File: config.mk
export PLATFORM = sky130hd
export DESIGN_NAME = sdsa_qmul
export DESIGN_NICKNAME = d
export VERILOG_FILES = /design/src/sv/sdsa_pkg.sv /design/src/sv/sdsa_qmul.sv
export SDC_FILE = /design/constraint.sdc
export NUM_CORES = 2
export LEC_CHECK = 0
export ABC_AREA = 1
export CORE_ASPECT_RATIO = 0.8
export CORE_MARGIN = 2
export CORE_UTILIZATION = 45
export DETAILED_ROUTE_END_ITERATION = 12
export DONT_BUFFER_PORTS = 1
export MAX_ROUTING_LAYER = met4
export PLACE_DENSITY = 0.6
export SETUP_SLACK_MARGIN = 0.2
export SLEW_MARGIN = 5
export SYNTH_ARGS = -nofsm -noshare
export SYNTH_HDL_FRONTEND = slang
export SYNTH_SLANG_ARGS = --single-unit
File: constraint.sdc
create_clock -name vclk -period 25.3
set_input_delay 3.795 -clock vclk [all_inputs]
set_output_delay 3.795 -clock vclk [all_outputs]
set_load 0.02 [all_outputs]
File: src/sv/sdsa_pkg.sv
`timescale 1ns / 1ps
`default_nettype none
// ----------------------------------------------------------------------------
// sdsa_pkg
// Field widths, request codes and register indexes shared by the diagonal
// scatter-add block.
// ----------------------------------------------------------------------------
package sdsa_pkg;

   localparam int ACTION_W    = 2;
   localparam int AXIS_W      = 2;
   localparam int SLOT_W      = 3;
   localparam int WEIGHT_W    = 32;
   localparam int FRAC_W      = 24;
   localparam int DOF_W       = 12;
   localparam int ENTRY_W     = 48;
   localparam int PPA_W       = 4;
   localparam int CSR_INDEX_W = 2;
   localparam int CSR_DATA_W  = 4;
   localparam int MIN_POINTS  = 2;

   typedef enum logic [ACTION_W-1:0] {
      ACT_LOAD_WEIGHT = 2'd0,
      ACT_WRITE_ENTRY = 2'd1,
      ACT_ACCUMULATE  = 2'd2,
      ACT_READ_ENTRY  = 2'd3
   } action_type;

   localparam logic [AXIS_W-1:0] AXIS_X = 2'd0;
   localparam logic [AXIS_W-1:0] AXIS_Y = 2'd1;
   localparam logic [AXIS_W-1:0] AXIS_Z = 2'd2;

   localparam logic [CSR_INDEX_W-1:0] CSR_POINTS_PER_AXIS = 2'd0;
   localparam logic [CSR_INDEX_W-1:0] CSR_VECTOR_MODE     = 2'd1;

   localparam logic [PPA_W-1:0] PPA_RESET = 4'd4;

endpackage
`default_nettype wire

File: src/sv/sdsa_qmul.sv
`timescale 1ns / 1ps
`default_nettype none
// ----------------------------------------------------------------------------
// sdsa_qmul
// Shared Q8.24 multiplier: full product, floor shift by the fraction width,
// saturation to the signed 32-bit range.
// ----------------------------------------------------------------------------
module sdsa_qmul (
   input  wire logic signed [sdsa_pkg::WEIGHT_W-1:0] a,
   input  wire logic signed [sdsa_pkg::WEIGHT_W-1:0] b,
   output logic      signed [sdsa_pkg::WEIGHT_W-1:0] p
);

   import sdsa_pkg::*;

   localparam int PW = 2 * WEIGHT_W;

   logic signed [PW-1:0]         prod;
   logic signed [PW-1:0]         shifted;
   logic        [PW-WEIGHT_W:0]  upper;

   assign prod    = a * b;
   // arithmetic shift rounds toward minus infinity
   assign shifted = prod >>> FRAC_W;
   assign upper   = shifted[PW-1:WEIGHT_W-1];

   always_comb begin
      if ((&upper) || !(|upper)) begin
         p = shifted[WEIGHT_W-1:0];
      end else if (prod[PW-1]) begin
         p = {1'b1, {(WEIGHT_W-1){1'b0}}};
      end else begin
         p = {1'b0, {(WEIGHT_W-1){1'b1}}};
      end
   end

endmodule
`default_nettype wire
# Yosys cells after proc, flatten, opt, wreduce, memory -nomap -nowiden
# Index checks and enable logic that the tools add are counted.
dict set report word_totals {
  ff_bits 0
  out_inout_bits 32
  word_cells 7
}
dict set report op_classes {
  multipliers 1
  mux 2
  n_reduce_logical 4
}
# cell count
set ops {}
lappend ops {{32-bit by 32-bit multiplier with 64-bit output} 1}
lappend ops {{32-bit 2-to-1 mux} 2}
lappend ops {{9-bit AND reduction} 1}
lappend ops {{9-bit OR reduction} 1}
lappend ops {{1-bit logical NOT} 1}
lappend ops {{1-bit logical OR} 1}

# Longest topological paths before layout
dict set report logic_depth {
  depth_word 5
  ltp_mapped 37
  ltp_nobuf 35
}

# Least setup slack after synthesis
# No wires, ideal clock.
dict set report synth_path {
  path_type {in2out}
  from {in a[31] (netlist name)}
  to {out p[21] (netlist name)}
  arrival_time_ps 11232
  required_time_ps 21505
  setup_slack_ps 10273
  path_stages 32
  n_path_buf 2
  cell_sequence {clkbuf_1 nand2_1 inv_1 fa_1 fa_1 fa_1 inv_1 fa_1 inv_1 fa_1 fa_1 inv_1 fa_1 inv_1 fa_1 ha_1 nand2_1 nor2_1 nand2_1 nor2_1 and3_1 nand2_2 nand2_1 nand2_1 nand2_1 nand2_1 clkinv_1 nand2_1 o21ai_4 buf_8 nand2_2 nand2_1}
}
dict set report synth_via {
  elab_chain_cells 5
}
# element line_no
set synth_lines {}
lappend synth_lines {{from (decl)} sdsa_qmul.sv:9} ;# input wire logic signed [sdsa_pkg::WEIGHT_W-1:0] a,
lappend synth_lines {{32-bit by 32-bit multiplier with 64-bit output (*)} sdsa_qmul.sv:22} ;# assign prod = a * b;
lappend synth_lines {{9-bit OR reduction} sdsa_qmul.sv:28} ;# if ((&upper) || !(|upper)) begin
lappend synth_lines {{1-bit logical NOT} sdsa_qmul.sv:28}
lappend synth_lines {{1-bit logical OR} sdsa_qmul.sv:28}
lappend synth_lines {{32-bit 2-to-1 mux (*)} sdsa_qmul.sv:28}
lappend synth_lines {{to (decl)} sdsa_qmul.sv:11} ;# output logic signed [sdsa_pkg::WEIGHT_W-1:0] p
# Mark *: on every way between the ends. The rest lies on a longest branch, timed or not.

# Worst setup path after layout
dict set report layout_path {
  from {in b[2] (netlist name)}
  to {out p[19] (netlist name)}
}
dict set report layout_via {
  elab_chain_cells 5
}
# element line_no
set layout_lines {}
lappend layout_lines {{from (decl)} sdsa_qmul.sv:10} ;# input wire logic signed [sdsa_pkg::WEIGHT_W-1:0] b,
lappend layout_lines {{32-bit by 32-bit multiplier with 64-bit output (*)} sdsa_qmul.sv:22}
lappend layout_lines {{9-bit OR reduction} sdsa_qmul.sv:28}
lappend layout_lines {{1-bit logical NOT} sdsa_qmul.sv:28}
lappend layout_lines {{1-bit logical OR} sdsa_qmul.sv:28}
lappend layout_lines {{32-bit 2-to-1 mux (*)} sdsa_qmul.sv:28}
# Marked as above.

==> results.yml <==
worst_setup_path:
  slowest_stage: "fa_1"
  max_stage_delay_ns: 0.94
  critPathMaxFanout: 32
  arrival_ns: 12.62
  cp_data_required_time_ns: 21.50
  worstSetupPathType: "in -> out"
  end_kind: "output pin"
  start_kind: "input pin"
hold_path:
  hold-path-endpoint: "p[5]"
  hold_start: "a[0]"
  hold_path.class: "in -> out"
  hold_depth: 9
sta:
  rsz0062_at_grt: "false"
  max_freq_mhz: 60.9
  timing.final.crit_share: 0.649
  period_needed_ns: 16.41
  setup_tns_ns: 0
  setup_ws_ns: 8.89
  drv_slew: 0
  setup_violations: 0
  hold_viol: 0
  hold_ws_ns: 8.48
  tightest_slew_ns: 0.867
  max_slew_margin: 0.421
clocking:
  postCtsSetupBuffers: 0
  cts_resized: 0
  cts_hold_buf: 0
placed_design:
  place_ws_ns: 8.90
  place.detailed.instances: 5747
  port_buffers: 0
  gp_congestion: 0.949
  dp_hpwl_mm: 85.7
run:
  maxCapViolations: 0
synthesis:
  ys_types: 35
  synth_warnings: 0
  syn-num-nets: 6152
  synth_top_cells_by_area: "fa_1, inv_1, nand2_1, ha_1, clkbuf_1"
  yosysMostFrequentCell: "inv_1"
  syn-cell-area_um2: 37900
  synth_area_leader_cell: "fa_1"
  synth.top_cells.by_count: "inv_1, nand2_1, fa_1, clkbuf_1, ha_1"
  syn_area_per_cell_um2: 7.86
  yosys.area.top_type_share: 0.571
  synth_cells: 4827
  synth_seq_area_share: 0
floorplanning:
  die_h_um: 264
  initial_core_util: 0.453
  fp.dieW_um: 329
  io_pins: 96
  core_area_um2: 83700
  dieArea_um2: 86600
  rows: 95
final_layout:
  multi_input_area_um2: 31200
  layout-drive-gt1-share: 0.0119
  seq_cells: 0
  fin_nets: 5959
  area_delta_synth_final_pct: 1.71
  fin_cells: 5747
  num-fill-cells: 8411
  nClkBuffers: 0
  diodes: 0
  register_area_um2: 0
detailed_routing:
  vias: 27600
  wl_per_cell_um: 17.1
  drc_errors: 0
  ant_nets: 0
  routed_wl_mm: 98.3
  drt_iter0_drc: 2038
  post_drt_via_cell_ratio: 4.80
  drtPass1Iterations: 6
grt:
  grt_pass1_vias: 29700
  grt_overflow: 0
  antenna_found_initial: 0
  grt_pass1_wl_mm: 165
  track_usage: 0.248
  grt_max_degree: 33
status:
  status: "complete, no violations"
-- worst max-delay path, delay by kind of cell --
kind                     cells  cell delay (ns)
adder cells (fa/ha/maj)      9             5.35
AND/OR/NAND/NOR             11             1.81
buffers and inverters        6             0.90
AO/OA/AOI/OAI                2             0.71
-- final cells by class --
type / instances / share of cell area
Inverter: 1592 / 0.155
Multi-Input combinational cell: 3038 / 0.809
Tap cell: 1115 / 0.0362
Timing Repair Buffer: 2 / 0.000389
-- metrics by stage --
step / util / area [um^2]
floorplan: - / 37900
global placement: 0.461 / 38600
detailed placement: 0.461 / 38600
CTS: 0.461 / 38600
global route: 0.461 / 38600
finish: 0.461 / 38600
-- routing by layer --
layer	wire length, um	vias up	track usage
li1	-	12700	-
met1	49300	14100	0.397
met2	40700	789	0.348
met3	7860	36	0.0393
met4	316	0	0.0100
met5	0	-	-
-- how the worst max path moves through the flow --
stage	slack [ns]	cells after the start	end	from
after floorplan	10.27	32	p[21]	a[31]
after global placement	9.04	28	p[19]	b[2]
after detailed placement	8.90	28	p[19]	b[2]
after CTS	8.88	28	p[19]	b[2]
after global routing	8.27	28	p[13]	b[2]
final	8.89	28	p[19]	b[2]
-- kinds of logic (layout without fill, tap and decap cells) --
kind of cell,Yosys count,count (layout),synth area share
and+or+nand+nor,1631,1631,0.167
buffers and inverters,1789,1594,0.178
xor gates and xnor gates,44,44,0.0102
AOI/OAI and AO/OA,102,102,0.0151
adders and majority gates,1261,1261,0.630
-- placed cells by master (no fill, tap or decap), types with 11 or more instances in the layout --
| master | Yosys | final |
|---|---|---|
| ha_1 | 180 | 180 |
| nand2_1 | 1407 | 1407 |
| inv_1 | 1584 | 1584 |
| nor2_1 | 127 | 127 |
| nor2_2 | 11 | 11 |
| nand2_2 | 20 | 20 |
| xor2_1 | 22 | 22 |
| o21ai_0 | 13 | 13 |
| nand3_1 | 29 | 29 |
| fa_1 | 1081 | 1081 |
| xnor2_1 | 22 | 22 |
| o21bai_1 | 15 | 15 |
| a21oi_1 | 65 | 65 |
Power is left out: the tool's default activity adds up to more than one toggle a clock period on the data nets, which glitch-free logic cannot reach.
