==> config.mk <==
export PLATFORM = sky130hd
export DESIGN_NAME = sdsa_ram
export DESIGN_NICKNAME = d
export VERILOG_FILES = /design/src/sv/sdsa_ram.sv
export SDC_FILE = /design/constraint.sdc
export NUM_CORES = 1
export LEC_CHECK = 0
export ABC_AREA = 1
export ABC_CLOCK_PERIOD_IN_PS = 3900
export BUFFER_PORTS_ARGS = -buffer_cell sky130_fd_sc_hd__buf_2
export CAP_MARGIN = 40
export CORE_MARGIN = 3
export CORE_UTILIZATION = 25
export CTS_CLUSTER_DIAMETER = 150
export DETAILED_ROUTE_END_ITERATION = 7
export PLACE_DENSITY_LB_ADDON = 0.2
export SLEW_MARGIN = 25
export SYNTH_ARGS = -nofsm -noshare
export SYNTH_HDL_FRONTEND = slang
export SYNTH_SLANG_ARGS = --single-unit
==> constraint.sdc <==
create_clock -name clock -period 3.9 [get_ports clock]
set_clock_uncertainty 0.05 [all_clocks]
set_input_delay 0.585 -clock clock [delete_from_list [all_inputs] [get_ports clock]]
set_output_delay 0.585 -clock clock [all_outputs]
set_load 0.02 [all_outputs]
==> src/sv/sdsa_ram.sv <==
`timescale 1ns / 1ps
`default_nettype none
// ----------------------------------------------------------------------------
// sdsa_ram
// Generic simple dual-port RAM: one write port, one read port with
// registered read data that holds while no read is issued.
// ----------------------------------------------------------------------------
module sdsa_ram #(
   parameter int WIDTH = 32,
   parameter int DEPTH = 16,
   localparam int AW   = $clog2(DEPTH)
) (
   input  wire logic             clock,
   input  wire logic             wr_en,
   input  wire logic [AW-1:0]    wr_addr,
   input  wire logic [WIDTH-1:0] wr_data,
   input  wire logic             rd_en,
   input  wire logic [AW-1:0]    rd_addr,
   output logic      [WIDTH-1:0] rd_data
);

   logic [WIDTH-1:0] mem_ff [DEPTH];
   logic [WIDTH-1:0] rd_data_ff;

   always_ff @(posedge clock) begin
      if (wr_en) begin
         mem_ff[wr_addr] <= wr_data;
      end
      if (rd_en) begin
         rd_data_ff <= mem_ff[rd_addr];
      end
   end

   assign rd_data = rd_data_ff;

endmodule
`default_nettype wire

# == After elaboration in Yosys (flattened, before gate mapping) ==
# Memories as Yosys holds them, arrays and structs flattened. A register that Yosys moved wholly into a read port is not among the register bits.
# Index checks and enable logic that the tools add are counted.
# op_classes
mux,2
# op_table
op,count
2-to-1 mux 1 bit,2
# totals
word_cells,3
out_inout_bits,32
input_bits,43
ramBits,512
mem_count,1
register_bits,0
# mem_list
name,words,word_bits,rd,rd_ports_with_merged_regs,wr,line,rtl
mem_ff,16,32,1,1,1,22,logic [WIDTH-1:0] mem_ff [DEPTH];

# == Depth between registers and ports, before layout ==
# Gate-level depths: netlist of the first run.
# logic_depth
ltp_word,2
ltp_mapped,10
ltp_nobuf,7

# == Least setup slack after synthesis of the first run ==
# Ideal clock, no wire load.
# synth_path
path_kind,input -> register
from,in wr_addr[2]
to,"mem mem_ff[10][0], enable pin"
arrival_time_ns,2.157
path_stages,2
setup_slack_ns,1.272
setup_time_ns,0.421
path_buffers,0
required_time_ns,3.429
path_cell_list,nand3b_1 > nor2_1
# synth_lines
item,line,rtl
start: declaration,15,"input wire logic [AW-1:0] wr_addr,"
end: declaration,22,
# No word-level cell before the write port.

==> results.py, run 1 <==
metrics = {
    "status": {
        "status": "complete, no violations",
    },
    "routing": {
        "viasPerCell": 4.25,
        "dr_wl_met2_um": 30700,
        "post_drt_wl_per_cell_um": 18.8,
        "wl_um": 64200,
        "wl_met1_um": 30000,
        "met3_length_um": 2220,
        "antenna_left": 0,
        "num_vias": 14500,
        "drt-initial-drc-count": 1166,
        "drc": 0,
        "drt_pass1_iterations": 5,
        "highest_layer": "met5",
    },
    "worst_setup_path": {
        "path_max_fanout": 43,
        "end_kind": "register",
        "critPathKind": "in -> reg",
        "crit_slowest_cell": "inv_4",
        "cpLargestDelayFamily": "buffers and inverters",
        "crit_top_cell": "nand3_1",
        "cp.required_ps": 4330,
        "startpoint_type": "input pin",
        "path_buf_inv": 3,
        "path_cells": "buf_4, inv_4, buf_4, nand3_1, nand3_1, nand3_1, nand2_1",
        "cp_data_arrival_time_ps": 2430,
        "cpPeakStageDelay_ps": 540,
    },
    "logic_synthesis": {
        "yosysSeqAreaShare_pct": 70.9,
        "synth_area_mm2": 0.0231,
        "ys_ff_latch": 544,
        "synth_cell_types": 14,
        "synth_top_area_share_pct": 70.9,
        "synth_top_area_cell": "edfxtp_1",
        "synth_fp_nets": 2163,
        "synthCells": 2120,
        "synth.area.top_cells": "edfxtp_1 71%, nand2_1 11%, nand3_1 8.4%, inv_1 6.3%, buf_6 1.4%",
        "yosysWarningCount": 0,
        "avgSynthCellArea_um2": 10.9,
    },
    "place": {
        "gp_congestion": 0.724,
        "place_area_mm2": 0.0247,
        "preCtsSetupSlack_ps": 1270,
        "dpl.hpwl_um": 32600,
        "io_buffers": 74,
    },
    "clocking": {
        "htree_levels": 2,
        "max-clock-path-buffers": 3,
        "ctsResizeCount": 0,
        "clkSinkCount": 544,
        "clk_pin_slew_worst_paths_ps": 60,
        "cts_buffers": 57,
        "cts_tree": "built",
        "clockRootBuffer": "clkbuf_16",
        "post-cts-setup-buffers": 0,
        "cts_hold_buffers": 0,
        "clk_latency_ps": 610,
    },
    "pwr": {
        "worst_ir_drop_vdd_v": 0.000263,
        "leakagePower_uw": 0.0109,
        "p_per_area_mw_per_mm2": 472,
    },
    "finish": {
        "fin_util_pct": 29.1,
        "final_common_cell": "nand2_1",
        "fillCellCount": 9207,
        "final_area_mm2": 0.0264,
        "insertedDiodeCount": 0,
        "nets": 2232,
        "areaGrowthSynthToFinish_pct": 14.6,
        "final_cell_mix": "677 x nand2_1, 544 x edfxtp_1, 386 x inv_1",
        "drive_gt1_share_pct": 9.41,
    },
    "floorplan": {
        "die_y_um": 310,
        "ios": 75,
        "start_util_pct": 25.4,
        "rows": 110,
        "coreArea_mm2": 0.0907,
        "die_w_um": 310,
        "die_area_mm2": 0.0959,
    },
    "min_path": {
        "worstHoldPathType": "in -> reg",
    },
    "sta": {
        "slew_headroom_pct": 44.9,
        "setup_viol": 0,
        "fmax_ghz": 0.501,
        "fin_setup_tns_ps": 0,
        "rsz0062_at_grt": "false",
        "period_share_pct": 51.2,
        "worst_slack_ps": 1900,
        "min_period_ps": 2000,
        "hold_violations": 0,
        "report.final.slew_viol_count": 0,
        "worstMarginPinSlew_ps": 827,
    },
    "global_route": {
        "grt_max_degree": 111,
        "grt_overflow": 0,
        "grt_usage_pct": 13.4,
        "grt_pass1_vias": 14300,
        "grt_pass1_wl_um": 95600,
        "antenna_found_initial": 2,
    },
    "flow_run": {
        "max_cap_viol_count": 0,
    },
}
-- cells in the mapped netlist --
master    count
buf_1        14
buf_12        1
buf_2        41
buf_4         6
buf_6        29
clkbuf_1     14
edfxtp_1    544
inv_1       388
inv_2         1
inv_4         1
nand2_1     677
nand3_1     385
nand3b_1      2
nor2_1       17
-- worst paths after layout --
check        slack (ps)  cells after the start            to           start
max                1900                      7    rd_data[7]      rd_addr[1]
min                 300                      1  mem_ff[4][4]      wr_data[4]
max reg2reg        2680                      6   rd_data[21]   mem_ff[7][21]
min reg2reg         670                      6   rd_data[26]  mem_ff[10][26]
-- layout make-up --
| cell class | count | area, um^2 | share of cell area (%) |
|---|---|---|---|
| Clock buffer | 71 | 1520 | 5.76 |
| Clock inverter | 30 | 170 | 0.644 |
| Inverter | 390 | 1480 | 5.59 |
| Multi-Input combinational cell | 1081 | 4670 | 17.7 |
| Sequential cell | 544 | 16300 | 61.8 |
| Tap cell | 1176 | 1470 | 5.57 |
| Timing Repair Buffer | 115 | 783 | 2.96 |
-- state kept, by name (all words and copies together), names as in the netlist --
name     count
mem_ff     512
rd_data     32
-- cell families (layout without fill, tap and decap cells) --
| family | after synthesis | count (layout) | synth area share [%] |
|---|---|---|---|
| simple gates | 1081 | 1081 | 19.7 |
| flops | 544 | 544 | 70.9 |
| buf+inv | 495 | 606 | 9.41 |
-- per-stage QoR --
stage | std cells | hold WS [ps] | total power [uW]
after floorplan | 2120 | 633 | 7220
after global placement | 3305 | 661 | 7560
after detailed placement | 3306 | 667 | 7570
after CTS | 3407 | 265 | 12700
after global routing | 3407 | 282 | 13000
final | 3407 | 304 | 12500
-- per-layer routing --
metal / GRT usage [%] / vias to the layer above
li1: - / 7013
met1: 18.3 / 7132
met2: 22.5 / 246
met3: 1.98 / 93
met4: 3.44 / 2
met5: 0 / -
-- report_power, final --
group          switching, uW  internal [uW]
Combinational            593            206
Clock                   2240           2810
Sequential              40.4           6590
Power figures use the tool's default switching activity.
==> run 2: changes to the inputs <==
--- a/config.mk
+++ b/config.mk
@@ -6,7 +6,7 @@
 export NUM_CORES = 1
 export LEC_CHECK = 0
 export ABC_AREA = 1
-export ABC_CLOCK_PERIOD_IN_PS = 3900
+export ABC_CLOCK_PERIOD_IN_PS = 1950
 export BUFFER_PORTS_ARGS = -buffer_cell sky130_fd_sc_hd__buf_2
 export CAP_MARGIN = 40
 export CORE_MARGIN = 3
==> constraint.sdc (replaced) <==
create_clock -name clock -period 1.95 [get_ports clock]
set_clock_uncertainty 0.05 [all_clocks]
set_input_delay 0.2925 -clock clock [delete_from_list [all_inputs] [get_ports clock]]
set_output_delay 0.2925 -clock clock [all_outputs]
set_load 0.02 [all_outputs]
==> run 2 against run 1 <==
Largest power group unchanged. Non-clock buffer count up 49. Global-route usage down 0.62 points. Design area up 3.9%. Power up 100%. Critical path depth down 6. Die area unchanged. Largest cell class unchanged. Via count about the same. Highest routed layer unchanged. Clock power up 100%. Register-to-register slack worse by 1900 ps. Cell count up 1.4%. Sequential cell count unchanged. Routed wire length down 3.5%.
==> results.py, run 2 (synthesis gave the netlist of run 1 again) <==
metrics = {
    "status": {
        "status": "complete, no violations",
    },
    "min_path": {
        "worstHoldPathType": "in -> reg",
        "min_from": "wr_data[27]",
    },
    "clocking": {
        "clk_latency_ps": 620,
        "cts_tree": "built",
        "htree_levels": 2,
        "clockRootBuffer": "clkbuf_16",
        "clk_pin_slew_worst_paths_ps": 60,
        "clkSinkCount": 544,
        "max-clock-path-buffers": 3,
        "cts_buffers": 56,
    },
    "finish": {
        "final_cell_count_no_fill": 3456,
        "fillCellCount": 9138,
        "final_cell_mix": "677 x nand2_1, 544 x edfxtp_1, 386 x inv_1",
        "insertedDiodeCount": 0,
        "drive_gt1_share_pct": 10.4,
        "top_register": "mem_ff",
        "areaGrowthSynthToFinish_pct": 19.2,
        "largest_reg_flops": 512,
        "final_common_cell": "nand2_1",
        "nets": 2280,
        "final_area_mm2": 0.0275,
    },
    "pwr": {
        "p_per_area_mw_per_mm2": 918,
        "worst_ir_drop_vdd_v": 0.000676,
        "leakagePower_uw": 0.0113,
    },
    "floorplan": {
        "start_util_pct": 25.4,
        "die_w_um": 310,
        "die_y_um": 310,
        "die_area_mm2": 0.0959,
        "ios": 75,
        "rows": 110,
        "coreArea_mm2": 0.0907,
    },
    "worst_setup_path": {
        "cpLargestDelayFamily": "flip-flops",
        "startpoint_type": "register",
        "cpPeakStageDelay_ps": 490,
        "critPathKind": "reg -> out",
        "path_max_fanout": 1,
        "cp.required_ps": 1610,
        "critPathLaunch": "rd_data[12]",
        "path_buf_inv": 1,
        "path_cells": "buf_2",
        "end_kind": "primary output",
        "crit_slowest_cell": "edfxtp_1",
        "r2r_start": "mem_ff[1][26]",
        "cp_data_arrival_time_ps": 1320,
    },
    "routing": {
        "post_drt_wl_per_cell_um": 17.9,
        "viasPerCell": 4.19,
        "drt_pass1_iterations": 5,
        "drt-initial-drc-count": 816,
        "antenna_left": 0,
        "wl_um": 62000,
        "num_vias": 14500,
        "drc": 0,
    },
    "place": {
        "dpl.hpwl_um": 35100,
        "gp_congestion": 0.711,
        "dp.cells": 3336,
        "place_area_mm2": 0.0255,
        "io_buffers": 74,
    },
    "global_route": {
        "grt_pass1_vias": 14100,
        "grt_usage_pct": 12.8,
        "grt_pass1_wl_um": 92000,
        "grt_max_degree": 82,
        "grt_overflow": 0,
        "antenna_found_initial": 2,
    },
    "sta": {
        "min_period_ps": 1660,
        "setup_viol": 0,
        "period_share_pct": 85.3,
        "rsz0062_at_grt": "false",
        "fmax_ghz": 0.601,
        "worstMarginPinSlew_ps": 634,
        "report.final.slew_viol_count": 0,
        "slew_headroom_pct": 57.7,
        "hold_violations": 0,
    },
    "flow_run": {
        "max_cap_viol_count": 0,
    },
}
## run 2: cell count changes in the layout (fill, tap and decap cells not counted), sizes merged
cell | previous run | this run
inv | 391 | 390
clkbuf | 72 | 70
clkinvlp | 2 | 0
dlygate4sd3 | 0 | 19
buf | 114 | 144
bufinv | 1 | 3
clkinv | 26 | 29
## run 2: per-layer routing
layer,part of all wire (%),global-route usage [%]
met5,0.021,0
met2,47,21.3
met3,3.9,2.01
met4,2.0,3.12
met1,47,17.5
## run 2: final cells by class
class / instances / area (um^2) / share of cell area [%]
clock inverters: 32 / 256 / 0.934
clock buffers: 69 / 1470 / 5.36
flip-flops and latches: 544 / 16300 / 59.5
multi-input cells: 1081 / 4670 / 17.0
repair buffers: 164 / 1790 / 6.52
inverters: 390 / 1470 / 5.37
well taps: 1176 / 1470 / 5.36
## run 2: power breakdown
group | switching [uW] | total [uW] | internal [uW]
logic | 1190 | 1740 | 549
clock network | 4470 | 10200 | 5730
registers | 92.1 | 13300 | 13200
## run 2: path summary, 6_finish.rpt
path | to | slack, ps | depth (start not counted)
setup reg to reg | rd_data[26] | 770 | 6
hold reg to reg | rd_data[1] | 680 | 6
hold / removal | mem_ff[1][27] | 40 | 1
setup / recovery | rd_data[12] | 290 | 1
## run 2: timing repair
item	CTS	global route
hold buffers	19	0
setup buffers	0	0
endpoints found under the hold margin	243	0
gates resized for setup	0	0
## run 2: through the flow
stage | power (uW) | setup WS [ps] | TNS, ps | utilization (%) | hold WS, ps
2_1_floorplan | 14400 | -385 | -123150 | - | 341
3_3_place_gp | 15200 | 148 | 0 | 28.1 | 631
3_5_place_dp | 15300 | 175 | 0 | 28.2 | 635
4_1_cts | 25600 | 225 | 0 | 30.3 | 0.279
5_1_grt | 26200 | 216 | 0 | 30.3 | 13.4
6_report | 25200 | 287 | 0 | 30.3 | 38.8
