$ cat src/sv/sdsa_pkg.sv
`timescale 1ns / 1ps
`default_nettype none
// ----------------------------------------------------------------------------
// sdsa_pkg
// Field widths, request codes and register indexes shared by the diagonal
// scatter-add block.
// ----------------------------------------------------------------------------
package sdsa_pkg;

   localparam int ACTION_W    = 2;
   localparam int AXIS_W      = 2;
   localparam int SLOT_W      = 3;
   localparam int WEIGHT_W    = 32;
   localparam int FRAC_W      = 24;
   localparam int DOF_W       = 12;
   localparam int ENTRY_W     = 48;
   localparam int PPA_W       = 4;
   localparam int CSR_INDEX_W = 2;
   localparam int CSR_DATA_W  = 4;
   localparam int MIN_POINTS  = 2;

   typedef enum logic [ACTION_W-1:0] {
      ACT_LOAD_WEIGHT = 2'd0,
      ACT_WRITE_ENTRY = 2'd1,
      ACT_ACCUMULATE  = 2'd2,
      ACT_READ_ENTRY  = 2'd3
   } action_type;

   localparam logic [AXIS_W-1:0] AXIS_X = 2'd0;
   localparam logic [AXIS_W-1:0] AXIS_Y = 2'd1;
   localparam logic [AXIS_W-1:0] AXIS_Z = 2'd2;

   localparam logic [CSR_INDEX_W-1:0] CSR_POINTS_PER_AXIS = 2'd0;
   localparam logic [CSR_INDEX_W-1:0] CSR_VECTOR_MODE     = 2'd1;

   localparam logic [PPA_W-1:0] PPA_RESET = 4'd4;

endpackage
`default_nettype wire

$ cat src/sv/sdsa_ram.sv
`timescale 1ns / 1ps
`default_nettype none
// ----------------------------------------------------------------------------
// sdsa_ram
// Generic simple dual-port RAM: one write port, one read port with
// registered read data that holds while no read is issued.
// ----------------------------------------------------------------------------
module sdsa_ram #(
   parameter int WIDTH = 32,
   parameter int DEPTH = 16,
   localparam int AW   = $clog2(DEPTH)
) (
   input  wire logic             clock,
   input  wire logic             wr_en,
   input  wire logic [AW-1:0]    wr_addr,
   input  wire logic [WIDTH-1:0] wr_data,
   input  wire logic             rd_en,
   input  wire logic [AW-1:0]    rd_addr,
   output logic      [WIDTH-1:0] rd_data
);

   logic [WIDTH-1:0] mem_ff [DEPTH];
   logic [WIDTH-1:0] rd_data_ff;

   always_ff @(posedge clock) begin
      if (wr_en) begin
         mem_ff[wr_addr] <= wr_data;
      end
      if (rd_en) begin
         rd_data_ff <= mem_ff[rd_addr];
      end
   end

   assign rd_data = rd_data_ff;

endmodule
`default_nettype wire

$ cat src/sv/sdsa_wtab.sv
`timescale 1ns / 1ps
`default_nettype none
// ----------------------------------------------------------------------------
// sdsa_wtab
// Quadrature weight tables for the x, y and z axes in one RAM, with a valid
// bit per entry so that an entry never loaded reads as zero.
// ----------------------------------------------------------------------------
module sdsa_wtab #(
   parameter int POS_W = 3
) (
   input  wire logic                         clock,
   input  wire logic                         reset,
   input  wire logic                         wr_en,
   input  wire logic [sdsa_pkg::AXIS_W-1:0]  wr_axis,
   input  wire logic [POS_W-1:0]             wr_pos,
   input  wire logic [sdsa_pkg::WEIGHT_W-1:0] wr_data,
   input  wire logic                         rd_en,
   input  wire logic [sdsa_pkg::AXIS_W-1:0]  rd_axis,
   input  wire logic [POS_W-1:0]             rd_pos,
   output logic      [sdsa_pkg::WEIGHT_W-1:0] rd_data
);

   import sdsa_pkg::*;

   localparam int DEPTH = 3 * (1 << POS_W);
   localparam int AW    = POS_W + AXIS_W;

   logic [AW-1:0]       wr_addr;
   logic [AW-1:0]       rd_addr;
   logic [DEPTH-1:0]    valid_ff;
   logic [DEPTH-1:0]    valid_in;
   logic                rd_valid_ff;
   logic                rd_valid_in;
   logic [WEIGHT_W-1:0] ram_q;

   assign wr_addr = {wr_axis, wr_pos};
   assign rd_addr = {rd_axis, rd_pos};

   always_comb begin
      valid_in = valid_ff;
      if (wr_en) begin
         valid_in[wr_addr] = 1'b1;
      end
      rd_valid_in = rd_valid_ff;
      if (rd_en) begin
         rd_valid_in = valid_ff[rd_addr];
      end
   end

   always_ff @(posedge clock) begin
      if (reset) begin
         valid_ff    <= '0;
         rd_valid_ff <= 1'b0;
      end else begin
         valid_ff    <= valid_in;
         rd_valid_ff <= rd_valid_in;
      end
   end

   sdsa_ram #(
      .WIDTH (WEIGHT_W),
      .DEPTH (DEPTH)
   ) u_ram (
      .clock   (clock),
      .wr_en   (wr_en),
      .wr_addr (wr_addr),
      .wr_data (wr_data),
      .rd_en   (rd_en),
      .rd_addr (rd_addr),
      .rd_data (ram_q)
   );

   assign rd_data = rd_valid_ff ? ram_q : '0;

endmodule
`default_nettype wire

$ cat config.mk
export PLATFORM = sky130hd
export DESIGN_NAME = sdsa_wtab
export DESIGN_NICKNAME = d
export VERILOG_FILES = /design/src/sv/sdsa_pkg.sv /design/src/sv/sdsa_ram.sv /design/src/sv/sdsa_wtab.sv
export SDC_FILE = /design/constraint.sdc
export NUM_CORES = 1
export LEC_CHECK = 0
export BUFFER_PORTS_ARGS = -buffer_cell sky130_fd_sc_hd__buf_2
export CAP_MARGIN = 20
export CORE_UTILIZATION = 45
export CTS_CLUSTER_DIAMETER = 60
export DETAILED_ROUTE_END_ITERATION = 8
export MAX_ROUTING_LAYER = met4
export PLACE_DENSITY = 0.62
export SLEW_MARGIN = 20
export SYNTH_ARGS = -nofsm -noshare
export SYNTH_HDL_FRONTEND = slang
export SYNTH_HIERARCHICAL = 1
export SYNTH_SLANG_ARGS = --single-unit
$ cat constraint.sdc
create_clock -name clock -period 8.2 [get_ports clock]
set_input_delay 1.23 -clock clock [delete_from_list [all_inputs] [get_ports clock]]
set_output_delay 1.23 -clock clock [all_outputs]
set_load 0.02 [all_outputs]
After elaboration in Yosys (flattened, before gate mapping)
Memories as Yosys holds them, arrays and structs flattened. A register that Yosys moved wholly into a read port is not among the register bits.
Index checks and enable logic that the tools add are counted.
- $lt $le $gt $ge: 3
- reduce and logical (&&, ||, !) cells: 1
- bitwise operators: 1
- multiplexer cells: 7
- operator list (kind ; number):
    2-to-1 mux 32 bit ; 1
    bitwise OR 24 bit ; 1
    < comparator 5 x 6 -> 1 bit, second input constant ; 2
    binary-select mux 1 bit (select 5 bit) ; 1
    demux 1 bit (select 5 bit) ; 1
    greater-or-equal comparator 5 x 1 -> 1 bit, second input constant ; 1
    2-to-1 mux 1 bit ; 4
    logical AND 1 bit ; 1
- register bits: 25
- RAM bits: 768
- output and inout bits: 32
- memories: 1
- input bits: 46
- memories (memory ; depth ; bits a word ; rd ports ; clocked after Yosys merged registers in ; write ports ; RTL line ; source):
    u_ram.mem_ff ; 24 ; 32 ; 1 ; 1 ; 1 ; sdsa_ram.sv:22 ; logic [WIDTH-1:0] mem_ff [DEPTH];

Logic depth before layout (Yosys ltp)
- depth in word-level cells: 5
- depth in mapped cells: 7

Modules after synthesis
The synthesis kept the hierarchy.
- by module, submodules not included (module ; cells an instance ; instances ; sequential area each (um^2) ; area an instance (um^2)):
    sdsa_ram ; 1543 ; 1 ; 24023.0 ; 30603.1
    sdsa_wtab ; 154 ; 1 ; 500.5 ; 1280.0

Worst setup path before layout
No wires, ideal clock.
- path type: input -> register
- from: input wr_pos[1]
- to: memory u_ram.mem_ff[20][0] (enable)
- data arrival time: 3.215 ns
- data required time: 7.779 ns
- cell stages on the path: 3
- path slack: 4.564 ns
- cell sequence: or3b_2 -> clkbuf_1 -> nor2_1
- RTL lines (item ; RTL line ; source):
    start, declared ; sdsa_wtab.sv:15 ; input wire logic [POS_W-1:0] wr_pos,
    end, declared ; sdsa_ram.sv:22 ;
No word-level cell before the write port.

==> qor.log <==
[status] status finished clean
[timing] transition at the pin with the smallest max-transition slack 1.05 ns
[worst_setup_path] Crit path required time 8.56 ns
[synthesis] synth unique cells 38
[pwr] power density over cell area 244 mW/mm2
[finish] footprint of the multi-input gates 0.00706 mm2
[drt] ratio of routed vias to standard cells 5.81
[worst_setup_path] worst stage delay on the critical path 0.85 ns
[worst_setup_path] arrival time worst endpoint 4.15 ns
[worst_setup_path] category of the worst setup path launch point input port
[finish] most common cell after layout, fill and taps aside edfxtp_1
[pwr] sum of internal, switching and leakage power 0.00882 W
[worst_setup_path] crit path cell chain buf_4 > buf_4 > nor2b_4 > buf_4 > a221oi_1 > o21ai_0 > nand3_1
[worst_setup_path] slowest cell on the critical path buf_4
[finish] number of filler instances in the final layout 5558
[clock_tree] CTS clk-pin slew, worst paths 0.06 ns
[finish] flip-flop and latch area 0.0245 mm2
[drt] iteration-0 DRC count of the detailed router 1529
[timing] max-slew violations 0
[worst_setup_path] Buf+Inv Stages, Crit Path 3
[placed_design] count of buffers from port buffering 77
[finish] layout-stage area growth over the synthesis result 13.3%
[synthesis] share of the synthesized area in the top cell type 75.3%
[floorplanning] initial core utilization 45.5%
[placed_design] half-perimeter wire length after placement 36800 um
[timing] ratio of final minimum period to clock period 46.2%
[job] number of maximum-capacitance constraint violations 0
[clock_tree] CTS Buf Count 85
[synthesis] sequential area share after synthesis 76.9%
[floorplanning] count of boundary I/O pins 78
[worst_hold_path] worst hold path cell count 2
[synthesis] Mapped Nets 1743
[worst_hold_path] Worst Hold Class reg -> reg
[finish] fraction of layout instances using a drive strength above 1 19.9%
[global_route] vias in the first global route 16500
[timing] number of endpoints failing setup at the final stage 0
[global_route] initial antenna violation count 4
[worst_setup_path] cell type with the highest occurrence count on the critical path buf_4
[placed_design] total cell area at the placement stage 0.0335 mm2
[global_route] grt ovf 0
[global_route] first-pass GRT wire length 110000 um
[clock_tree] H-tree depth reported by CTS 3
[finish] Non-Filler Cell Area, Final 0.0361 mm2
[synthesis] mapped cell area 0.0319 mm2
[timing] remaining max-slew budget at the tightest pin 30.2%
[synthesis] count of yosys warnings during synthesis 6
[worst_setup_path] number of cells traversed by the worst register-to-register path 4
[worst_setup_path] Worst Setup Path Type in -> reg
[synthesis] leading post-synthesis cells by cell area edfxtp_1, mux2i_1, mux4_2
[clock_tree] cell at the root of the clock tree clkbuf_16
[drt] number of vias in the routed layout 16400
[timing] max frequency 264 MHz
[worst_setup_path] Stages on worst setup path 7
[global_route] maximum number of pins on one net before global-route repair 113
[synthesis] cell type with the largest total area after synthesis edfxtp_1
[worst_setup_path] largest fanout on the critical path 64
[synthesis] register bit total from synthesis 825
[clock_tree] TritonCTS clock tree built
[drt] DRC 0
[floorplanning] die span in x 268 um
[timing] post-route minimum period 3.79 ns
[worst_setup_path] Worst Setup End Kind register
[clock_tree] number of sinks driven by the clock tree 825
[clock_tree] count of cells resized by post-cts repair 0
[pwr] static leakage 12.1 nW
[pwr] Max IR drop VDD 132 uV
[clock_tree] hold_buf cts 0
[drt] DRT Pass-1 Iters 5
[clock_tree] total setup buffers inserted after CTS 0
[placed_design] routability-driven placement congestion ratio 0.761
[timing] setup repair after global routing missed its margin false
[drt] total detailed-routing wirelength 75800 um
[timing] setup skew after layout 0.0169 ns
[clock_tree] Longest Clk Path Bufs 3
[global_route] GR Util All Layers 22.1%
[clock_tree] clock latency on the worst-skew pair 0.63 ns
[timing] number of hold violations in the final report 0
[drt] routed len/inst 26.9 um
[synthesis] Mean Syn Cell Area 18.8 um2
[floorplanning] total core area 0.0700 mm2
[drt] antenna viol nets, final 0
[finish] Nets 1851
[timing] final total negative setup slack 0 ns
[synthesis] count of flip-flops with a built-in enable after synthesis 800
[synthesis] ys flop type edfxtp_1
[worst_setup_path] cell family contributing the most delay on the critical path buffers and inverters
[synthesis] gate count of the mapped netlist 1697
[floorplanning] die height 268 um
[floorplanning] area of the die 0.0719 mm2
[floorplanning] floorplan row count 97
[finish] highest-count cells in the layout ignoring fill and taps edfxtp_1, mux2i_1, nand2_1
[synthesis] proportion of synthesized flip-flops having asynchronous set or reset 0%
## final cells by class
| cell class | instances | area share [%] |
|---|---|---|
| diodes | 2 | 0.0138 |
| clock buffers | 107 | 6.29 |
| clock inverters | 49 | 1.08 |
| inverters | 3 | 0.0312 |
| multi-input cells | 776 | 19.5 |
| flip-flops and latches | 825 | 67.9 |
| well taps | 940 | 3.25 |
| repair buffers | 114 | 1.94 |
## state kept, by name (all words and copies together) (netlist names)
register       count
rd_valid_ff        1
u_ram/mem_ff     768
u_ram/rd_data     32
valid_ff          24
## tightest hold or removal path, cell delays in order (launching register included)
cell and delay, ns:
dfxtp_1 0.32, a21oi_1 0.04, nor2_1 0.07
## cell usage after synthesis (2+ instances only)
library cell  number
a311oi_1           2
edfxtp_1         800
nand3_1           55
mux4_2            77
inv_1              2
mux2_2            33
mux2i_1          240
buf_4             13
nand2_1          100
o21ai_0           12
or3b_2             2
and2_1            33
and3b_1            3
buf_2             18
nor2_1            53
a21oi_1           24
a221oi_1          12
buf_6             11
nand3b_1           4
clkbuf_1          45
nand4_1           32
nor2b_1            5
a22oi_1           74
buf_1              6
nor3b_1            4
dfxtp_1           25
## path summary, 6_finish.rpt
| kind | start | endpoint | slack (ns) |
|---|---|---|---|
| setup / recovery | rd_pos[2] | u_ram/rd_data[31] | 4.41 |
| hold / removal | valid_ff[16] | valid_ff[16] | 0.47 |
| setup reg to reg | u_ram/mem_ff[21][1] | u_ram/rd_data[1] | 6.61 |
| hold reg to reg | valid_ff[16] | valid_ff[16] | 0.47 |
## kinds of logic after synthesis
logic type	after synthesis	share of synthesized area, %
multiplexers	351	14.2
flip-flops	825	76.9
buffers and inverters	96	1.61
AND/OR/NAND/NOR	296	4.46
AO/OA/AOI/OAI	129	2.83
## where the power goes
group / internal (W) / switching (W) / total (W)
Clock: 0.00213 / 0.00156 / 0.00368
Combinational: 0.000146 / 0.000275 / 0.000421
Sequential: 0.00469 / 0.0000245 / 0.00472
## through the flow
stage | setup slack (ns) | hold WS [ns] | utilization [%] | std cells
final | 4.41 | 0.465 | 51.6 | 2816
after global routing | 4.29 | 0.501 | 51.6 | 2815
after CTS | 4.43 | 0.470 | 51.6 | 2814
after detailed placement | 3.76 | 0.456 | 47.8 | 2658
after global placement | 3.88 | 0.443 | 47.8 | 2658
after floorplan | 4.56 | 0.431 | - | 1697
## routing by layer
| metal | vias to the layer above | track usage (%) | part of all wire [%] |
|---|---|---|---|
| li1 | 7025 | - | - |
| met1 | 8647 | 30.1 | 43 |
| met2 | 566 | 34.4 | 48 |
| met3 | 134 | 3.52 | 7.0 |
| met4 | 0 | 6.72 | 2.3 |
| met5 | - | - | 0 |
Note: power is estimated with default switching activity, not from simulation.
